`config.mk`:
```
export PLATFORM = sky130hd
export DESIGN_NAME = bpas_isqrt_pipe
export DESIGN_NICKNAME = d
export VERILOG_FILES = /design/src/design/bpas_pkg.sv /design/src/design/bpas_isqrt_pipe.sv
export SDC_FILE = /design/constraint.sdc
export NUM_CORES = 1
export LEC_CHECK = 0
export ABC_AREA = 0
export BUFFER_PORTS_ARGS = -buffer_cell sky130_fd_sc_hd__buf_2
export CORE_ASPECT_RATIO = 1.75
export CORE_MARGIN = 1
export CORE_UTILIZATION = 25
export CTS_CLUSTER_DIAMETER = 80
export DETAILED_ROUTE_END_ITERATION = 10
export GPL_ROUTABILITY_DRIVEN = 0
export PLACE_DENSITY_LB_ADDON = 0.08
export SYNTH_ARGS = -nofsm -noshare
export SYNTH_HDL_FRONTEND = slang
export SYNTH_SLANG_ARGS = --single-unit
```
`constraint.sdc`:
```
create_clock -name i_clk -period 13.5 [get_ports i_clk]
set_input_delay 2.7 -clock i_clk [delete_from_list [all_inputs] [get_ports i_clk]]
set_output_delay 2.7 -clock i_clk [all_outputs]
set_load 0.01 [all_outputs]
```
`src/design/bpas_pkg.sv`:
```
// shared widths, types and constants for the bezier point splat block
`default_nettype none
package bpas_pkg;

    localparam int COORD_W   = 10;          // pixel coordinate and control point width
    localparam int T_W       = 17;          // curve parameter width
    localparam int POS_W     = 26;          // Q.16 position width
    localparam int MAG_W     = 17;          // offset magnitude width
    localparam int D2_W      = 2 * MAG_W;   // squared distance width
    localparam int ROOT_W    = MAG_W;       // distance width
    localparam int COV_W     = 9;
    localparam int CFG_IDX_W = 4;
    localparam int NUM_REGS  = 8;           // point0_x .. point3_y

    // default image size
    localparam int IMG_W_DEF = 1024;
    localparam int IMG_H_DEF = 1024;

    localparam logic [T_W-1:0] T_ONE = T_W'(65536);

    // pixel sideband that rides along the distance pipeline
    typedef struct packed {
        logic [COORD_W-1:0] x;
        logic [COORD_W-1:0] y;
        logic               last;
    } t_pix_tag;

endpackage
`default_nettype wire

```
`src/design/bpas_isqrt_pipe.sv`:
```
// pipelined integer square root, up to four result bits per stage
`default_nettype none
module bpas_isqrt_pipe (
    input  wire logic                        i_clk,
    input  wire logic                        i_rst_n,
    input  wire logic                        i_en,
    input  wire logic                        i_valid,
    input  wire logic [bpas_pkg::D2_W-1:0]   i_val,
    input  wire bpas_pkg::t_pix_tag          i_tag,
    output logic                             o_valid,
    output logic [bpas_pkg::ROOT_W-1:0]      o_root,
    output bpas_pkg::t_pix_tag               o_tag
);
    import bpas_pkg::*;

    localparam int NPAIR = D2_W / 2;
    localparam int PPS   = 4;
    localparam int NSTG  = (NPAIR + PPS - 1) / PPS;
    localparam int REM_W = ROOT_W + 4;

    logic                r_v    [NSTG];
    logic [D2_W-1:0]     r_val  [NSTG];
    logic [REM_W-1:0]    r_rem  [NSTG];
    logic [ROOT_W-1:0]   r_root [NSTG];
    t_pix_tag            r_tag  [NSTG];

    genvar g;
    generate
        for (g = 0; g < NSTG; g++) begin : g_stg
            localparam int HI = NPAIR - 1 - PPS * g;
            localparam int LO = (HI - PPS + 1 < 0) ? 0 : HI - PPS + 1;

            logic              s_v;
            logic [D2_W-1:0]   s_val;
            logic [REM_W-1:0]  s_rem;
            logic [ROOT_W-1:0] s_root;
            t_pix_tag          s_tag;
            logic [REM_W-1:0]  n_rem;
            logic [ROOT_W-1:0] n_root;

            if (g == 0) begin : g_first
                assign s_v    = i_valid;
                assign s_val  = i_val;
                assign s_rem  = '0;
                assign s_root = '0;
                assign s_tag  = i_tag;
            end else begin : g_next
                assign s_v    = r_v[g-1];
                assign s_val  = r_val[g-1];
                assign s_rem  = r_rem[g-1];
                assign s_root = r_root[g-1];
                assign s_tag  = r_tag[g-1];
            end

            // restoring square root steps over this stage's bit pairs
            always_comb begin
                logic [REM_W-1:0] trial;
                n_rem  = s_rem;
                n_root = s_root;
                for (int p = HI; p >= LO; p--) begin
                    n_rem = {n_rem[REM_W-3:0], s_val[2*p+1 -: 2]};
                    trial = {2'b00, n_root, 2'b01};
                    if (n_rem >= trial) begin
                        n_rem  = n_rem - trial;
                        n_root = {n_root[ROOT_W-2:0], 1'b1};
                    end else begin
                        n_root = {n_root[ROOT_W-2:0], 1'b0};
                    end
                end
            end

            always_ff @(posedge i_clk) begin
                if (!i_rst_n) begin
                    r_v[g] <= 1'b0;
                end else if (i_en) begin
                    r_v[g] <= s_v;
                end
                if (i_en) begin
                    r_val[g]  <= s_val;
                    r_rem[g]  <= n_rem;
                    r_root[g] <= n_root;
                    r_tag[g]  <= s_tag;
                end
            end
        end
    endgenerate

    assign o_valid = r_v[NSTG-1];
    assign o_root  = r_root[NSTG-1];
    assign o_tag   = r_tag[NSTG-1];

endmodule
`default_nettype wire

```
==> flow_metrics.py, run 1 <==
metrics = {
    "synthesis": {
        "synth_area_leaders": "edfxtp_1 (42%), ha_1 (9.9%), xnor2_1 (5.0%)",
        "synth_warnings": 0,
        "synth_area_leader_cell": "edfxtp_1",
        "synth_flop_cell": "edfxtp_1",
        "synthArstFlopShare_pct": 0,
        "synth_area_per_cell_um2": 9.94,
        "synth_edf_count": 298,
        "synthCells": 2165,
        "ys_types": 108,
        "synth-seq-area-share_pct": 41.7,
        "yosys_register_bits": 299,
        "yosys.area.top_type_share_pct": 41.6,
        "synthesis.area_um2": 21500,
    },
    "finish": {
        "nFillCells": 8960,
        "multi_input_area_um2": 11800,
        "diodes": 0,
        "seq_area_um2": 8970,
        "drive_above_1_share_pct": 12.2,
        "stdcell_area_um2": 24700,
        "nNetsFinal": 2514,
        "area.growth.synth_to_final_pct": 14.8,
    },
    "clock_tree": {
        "holdBufCountCts": 0,
        "cts_sinks": 299,
        "htree_levels": 2,
        "cts_root_buf": "clkbuf_16",
        "post-cts-setup-buffers": 0,
        "cts_tree": "built",
        "cts_buffers": 38,
        "clk_path_buf_depth": 3,
        "insertion_delay_ns": 0.58,
        "post_cts_resized": 0,
        "path_clk_slew_ns": 0.06,
    },
    "floorplan": {
        "die_w_um": 224,
        "start_util_pct": 25.2,
        "rows": 142,
        "core_um2": 85500,
        "die_area_um2": 87300,
        "num_io_pins": 98,
        "die_y_um": 390,
    },
    "status": {
        "status": "complete, no violations",
    },
    "grt": {
        "grt_max_degree": 154,
        "grt_pass1_wl_um": 107000,
        "globalRouteOverflowTotal": 0,
        "antenna_found_initial": 0,
        "grt.total_usage_pct": 16.4,
        "grt_pass1_vias": 17868,
    },
    "detailed_routing": {
        "drt-total-wl_um": 72300,
        "first_pass_iters": 6,
        "wl_met1_um": 23800,
        "dr_wl_met3_um": 1830,
        "drc": 0,
        "drt.antenna.violating_nets": 0,
        "drtIter0Drc": 928,
        "wl_met2_um": 41800,
        "wl_per_cell_um": 20.9,
        "highest_layer": "met4",
        "via_per_inst": 4.95,
        "vias": 17160,
    },
    "placed_design": {
        "dp_hpwl_um": 57900,
        "io_buffers": 97,
        "dpl_cell_area_um2": 23500,
    },
    "setup_path": {
        "required_ns": 13.84,
        "critPathMaxFanout": 21,
        "r2r.worst_path.cells": 43,
        "rr_startpoint": "r_root[0][18]",
        "critPathKind": "reg -> reg",
        "cp.arrival_ns": 12.94,
        "r2r_end": "r_rem[0][50]",
        "rrSetupSlack_ns": 0.90,
        "cp_common_cell": "a21oi_1",
        "slowest_stage": "a2111oi_0",
        "critPathLaunchType": "register",
        "cp-end-kind": "register",
        "max_stage_delay_ns": 0.67,
    },
    "timing": {
        "setup-tns-final_ns": 0,
        "rsz0062_at_grt": "false",
        "setup_viol": 0,
        "finalCritPeriodShare_pct": 93.3,
        "tightest_slew_ns": 0.965,
        "clock_skew_ns": 0.0147,
        "maxSlewViolCount": 0,
        "min_period_ns": 12.60,
        "whs_ns": 0.415,
        "slew_headroom_pct": 35.2,
        "max_freq_mhz": 79.4,
        "hold_viol_final": 0,
    },
    "flow_run": {
        "maxCapViolCount": 0,
    },
    "pwr": {
        "ir_worst_vdd_v": 0.000137,
        "power_density_nw_per_um2": 229,
        "p_leak_nw": 9.75,
    },
    "worst_hold_path": {
        "hp-class": "reg -> reg",
        "min_to": "r_val[0][36]",
        "hold_depth": 0,
        "hp-start": "r_val[0][2]",
    },
}
==> layer usage <==
| layer | vias up | track usage, % |
|---|---|---|
| li1 | 8357 | - |
| met1 | 8230 | 14.4 |
| met2 | 390 | 34.0 |
| met5 | - | 0 |
| met4 | 0 | 10.6 |
| met3 | 183 | 1.85 |
==> final cells by class <==
class	instances	area share, %
clock buffer	46	3.97
clock inverter	23	0.836
inverter	141	2.16
multi-input combinational	1675	47.8
sequential	299	36.3
tap	1152	5.84
timing repair buffer	130	3.11
==> critical path, delay by kind of cell, from the launching register on <==
family / cells / cell delay (ns)
AOI/OAI and AO/OA: 21 / 6.00
and+or+nand+nor: 11 / 2.72
buffers and inverters: 7 / 1.72
adders and majority gates: 4 / 1.41
DFF: 1 / 0.48
==> sequential cells by signal (all words and copies together) (netlist names) <==
register  flops
r_tag       105
r_v           5
r_root       57
r_val        56
r_rem        76
==> layout by cell type (no fill, tap or decap), types with 24 or more instances in the layout <==
cell         n
inv_1      138
xor2_1      55
a21oi_1    167
nand2_1    166
o21a_1      25
ha_1       170
nand3_1     60
buf_4       31
clkbuf_16   38
nor3_1      40
buf_2       96
a21o_1      69
nand2b_1    30
xnor2_1    123
nor2_1     156
edfxtp_1   298
o21ai_0    125
a31oi_1     25
nand4_1     36
mux2_2      24
==> through the flow <==
step                util [%]  setup WS (ns)  instances  power [mW]
global placement        27.5          0.532       3397        4.71
finish                  28.9          0.903       3466        5.66
floorplan                  -           2.86       2167        3.67
detailed placement      27.5          0.699       3397        4.70
CTS                     28.9          0.646       3466        5.74
global route            28.9          0.315       3466        6.06
==> power by group <==
group          total [mW]  switching (mW)  internal, mW
clock network       0.985           0.438         0.547
logic                3.32            2.04          1.28
registers            1.36          0.0911          1.27
==> cell usage after synthesis, drive strengths merged, types with 6 or more instances <==
master / number
a2111oi: 9
a211o: 10
a211oi: 21
a21boi: 8
a21o: 69
a21oi: 167
a221oi: 7
a31o: 11
a31oi: 25
and2: 15
and3: 20
and4: 9
buf: 21
clkbuf: 31
edfxtp: 298
ha: 170
inv: 140
mux2: 24
mux2i: 22
nand2: 168
nand2b: 30
nand3: 62
nand3b: 6
nand4: 37
nor2: 156
nor2b: 21
nor3: 44
nor3b: 9
nor4: 26
o211ai: 15
o21a: 25
o21ai: 128
o21bai: 21
o311ai: 6
o31ai: 14
or2: 20
or3: 18
or4: 14
xnor2: 123
xor2: 55
==> cell families (layout without fill, tap and decap cells) <==
group | count (synthesis) | in the layout | share of synthesized area [%]
compound gates | 602 | 602 | 18.7
xor+xnor | 178 | 178 | 7.25
fa+ha+maj | 170 | 170 | 9.89
buf+inv | 193 | 340 | 3.62
flops | 299 | 299 | 41.7
mux | 46 | 46 | 2.28
other cells | 1 | 3 | 0.0174
simple gates | 676 | 676 | 16.5
==> how the worst max path moves through the flow <==
stage | start | endpoint | slack (ns) | depth (start not counted)
5_1_grt | r_root[0][18] | r_rem[0][54] | 0.31 | 43
2_1_floorplan | r_root[0][42] | r_rem[0][71] | 2.86 | 50
3_5_place_dp | r_root[0][18] | r_rem[0][50] | 0.70 | 43
6_report | r_root[0][18] | r_rem[0][50] | 0.90 | 43
3_3_place_gp | r_root[0][18] | r_rem[0][50] | 0.53 | 43
4_1_cts | r_root[0][18] | r_rem[0][50] | 0.65 | 43
(Power assumes the default switching activity.)
==> run 2, diff against run 1 <==
ABC_AREA = 1   (was 0)
==> run 2 against run 1 <==
Non-clock buffer count fell by 28. Sequential share of layout area fell by 2.4 points. Clock-buffer cell count rose by 1. Hold slack got worse by 0.0060 ns. Final area rose by 7.1%. Fmax rose by 8.4%. Register-to-register slack improved by 0.98 ns. Synthesized area rose by 8.0%. Clock power rose by 20%. First-iteration DRC count rose by 23%. Critical endpoint is now r_rem[0][45].
==> flow_metrics.py, run 2 <==
metrics = {
    "synthesis": {
        "synth_edf_count": 298,
        "yosys_register_bits": 299,
        "synth.most_common_cell": "nand2_1",
        "synthArstFlopShare_pct": 0,
        "yosys.area_share.simple_pct": 30.7,
        "synthXorXnorAreaFrac_pct": 4.87,
        "synthMuxAreaShare_pct": 0,
        "synth_flop_cell": "edfxtp_1",
        "synthCells": 3043,
        "synth_adder_area_share_pct": 9.16,
        "synth_area_leader_cell": "edfxtp_1",
        "yosys.area.top_type_share_pct": 38.5,
        "synth_area_leaders": "edfxtp_1 (39%), nand2_1 (14%), ha_1 (9.2%)",
        "synth_area_per_cell_um2": 7.63,
        "synth_warnings": 0,
        "synth_top_family_by_area": "simple AND/OR/NAND/NOR gates",
        "synthesis.area_um2": 23200,
        "synth_compound_area_share_pct": 8.85,
        "synth-seq-area-share_pct": 38.6,
        "synthTopCellsByCount": "nand2_1 (881), inv_1 (403), edfxtp_1 (298), nor2_1 (294), nand3_1 (209)",
        "ys_types": 59,
    },
    "timing": {
        "maxSlewViolCount": 0,
        "tightest_slew_ns": 1.05,
        "max_freq_mhz": 86.1,
        "hold_viol_final": 0,
        "setup_viol": 0,
        "rsz0062_at_grt": "false",
        "clock_skew_ns": 0.0200,
        "finalCritPeriodShare_pct": 86.1,
        "setup_ws_ns": 1.88,
        "slew_headroom_pct": 29.8,
        "setup-tns-final_ns": 0,
        "whs_ns": 0.409,
        "min_period_ns": 11.62,
    },
    "grt": {
        "globalRouteOverflowTotal": 0,
        "grt_max_degree": 79,
        "grt.total_usage_pct": 17.5,
        "grt_pass1_wl_um": 124000,
        "antenna_found_initial": 3,
        "grt_pass1_vias": 21000,
    },
    "finish": {
        "final_common_cell": "nand2_1",
        "stdcell_area_um2": 26500,
        "drive_above_1_share_pct": 9.13,
        "largest_reg_flops": 105,
        "stdcell_count": 4382,
        "nNetsFinal": 3387,
        "layout_common_cells": "nand2_1 (881), inv_1 (403), edfxtp_1 (298)",
        "top_regs": "r_tag x105, r_rem x76, r_root x57",
        "largest-register": "r_tag",
        "utilization_pct": 28.8,
        "area.growth.synth_to_final_pct": 13.9,
    },
    "setup_path": {
        "slowest_stage": "nor2_2",
        "cp-end-kind": "register",
        "cp_common_cell": "nand2_1",
        "max_stage_delay_ns": 0.80,
        "required_ns": 13.95,
        "r2r_end": "r_rem[0][45]",
        "critPathMaxFanout": 25,
        "critPathKind": "reg -> reg",
        "rrSetupSlack_ns": 1.88,
        "r2r.worst_path.cells": 41,
        "critPathLaunchType": "register",
        "rr_startpoint": "r_root[0][17]",
        "cp.arrival_ns": 12.07,
    },
    "floorplan": {
        "die_w_um": 232,
        "num_io_pins": 98,
        "die_area_um2": 94200,
        "core_um2": 92000,
        "die_y_um": 405,
        "rows": 147,
        "start_util_pct": 25.3,
    },
    "pwr": {
        "power_density_nw_per_um2": 220,
        "p_total_mw": 5.82,
        "p_leak_nw": 12.1,
        "ir_worst_vdd_v": 0.000114,
    },
    "placed_design": {
        "pre_cts_slack_ns": 1.71,
        "dp_hpwl_um": 67100,
        "dp.cells": 4307,
        "io_buffers": 97,
        "dpl_cell_area_um2": 25000,
    },
    "flow_run": {
        "maxCapViolCount": 0,
    },
    "detailed_routing": {
        "drtIter0Drc": 1137,
        "vias": 20457,
        "via_per_inst": 4.67,
        "drc": 0,
        "drt.antenna.violating_nets": 0,
        "drt-total-wl_um": 82200,
        "first_pass_iters": 5,
        "wl_per_cell_um": 18.8,
    },
    "clock_tree": {
        "post_cts_resized": 0,
        "cts_tree": "built",
        "cts_sinks": 299,
        "path_clk_slew_ns": 0.06,
        "clk_path_buf_depth": 3,
        "holdBufCountCts": 0,
        "insertion_delay_ns": 0.59,
        "cts_root_buf": "clkbuf_16",
        "cts_buffers": 41,
        "post-cts-setup-buffers": 0,
        "htree_levels": 2,
    },
    "worst_hold_path": {
        "min_to": "r_tag[0][46]",
        "hold_depth": 0,
        "hp-start": "r_tag[0][25]",
        "hp-class": "reg -> reg",
    },
    "status": {
        "status": "complete, no violations",
    },
}
## run 2: cell count changes in the layout (fill, tap and decap cells not counted), moves of 35 or more
cell / previous run / this run
nor2_1: 156 / 294
nand2_1: 166 / 881
nand3_1: 60 / 209
o21ai_0: 125 / 160
a21o_1: 69 / 5
inv_1: 138 / 403
xnor2_1: 123 / 52
## run 2: where the power goes
group	internal, mW	switching [mW]
clock	0.697	0.480
combinational	1.04	2.27
sequential	1.24	0.0869
## run 2: layer usage
layer | wire length, µm | vias up | global-route usage, %
met5 | 27 | - | 0
met4 | 5430 | 4 | 10.9
met3 | 2320 | 199 | 1.88
met2 | 45800 | 445 | 34.8
met1 | 28700 | 9491 | 16.6
li1 | - | 10318 | -
## run 2: critical path: cells and delay by family, from the launching register on
| family | cells | cell delay [ns] |
|---|---|---|
| compound gates | 10 | 2.69 |
| fa+ha+maj | 4 | 1.58 |
| buf+inv | 5 | 1.67 |
| flops | 1 | 0.40 |
| simple gates | 22 | 5.09 |
## run 2: cells by family after synthesis
| group | after synthesis |
|---|---|
| compound gates | 375 |
| flops | 299 |
| buf+inv | 450 |
| simple gates | 1619 |
| xor+xnor | 129 |
| fa+ha+maj | 170 |
| other cells | 1 |
## run 2: how the worst max path moves through the flow
| stage | start | to | depth (start not counted) |
|---|---|---|---|
| after global routing | r_root[0][17] | r_rem[0][56] | 40 |
| after CTS | r_root[0][17] | r_rem[0][56] | 40 |
| after detailed placement | r_root[0][17] | r_rem[0][56] | 40 |
| after global placement | r_root[0][23] | r_rem[0][56] | 40 |
| final | r_root[0][17] | r_rem[0][45] | 41 |
| after floorplan | r_root[0][23] | r_rem[0][60] | 47 |
## run 2: cell type report
cell class,instances,area [µm²]
fillers,10036,65500
multi-input cells,2296,12500
flip-flops and latches,299,8970
inverters,418,1570
well taps,1192,1490
clock buffers,47,1070
repair buffers,102,533
clock inverters,27,360
diodes,1,2.50
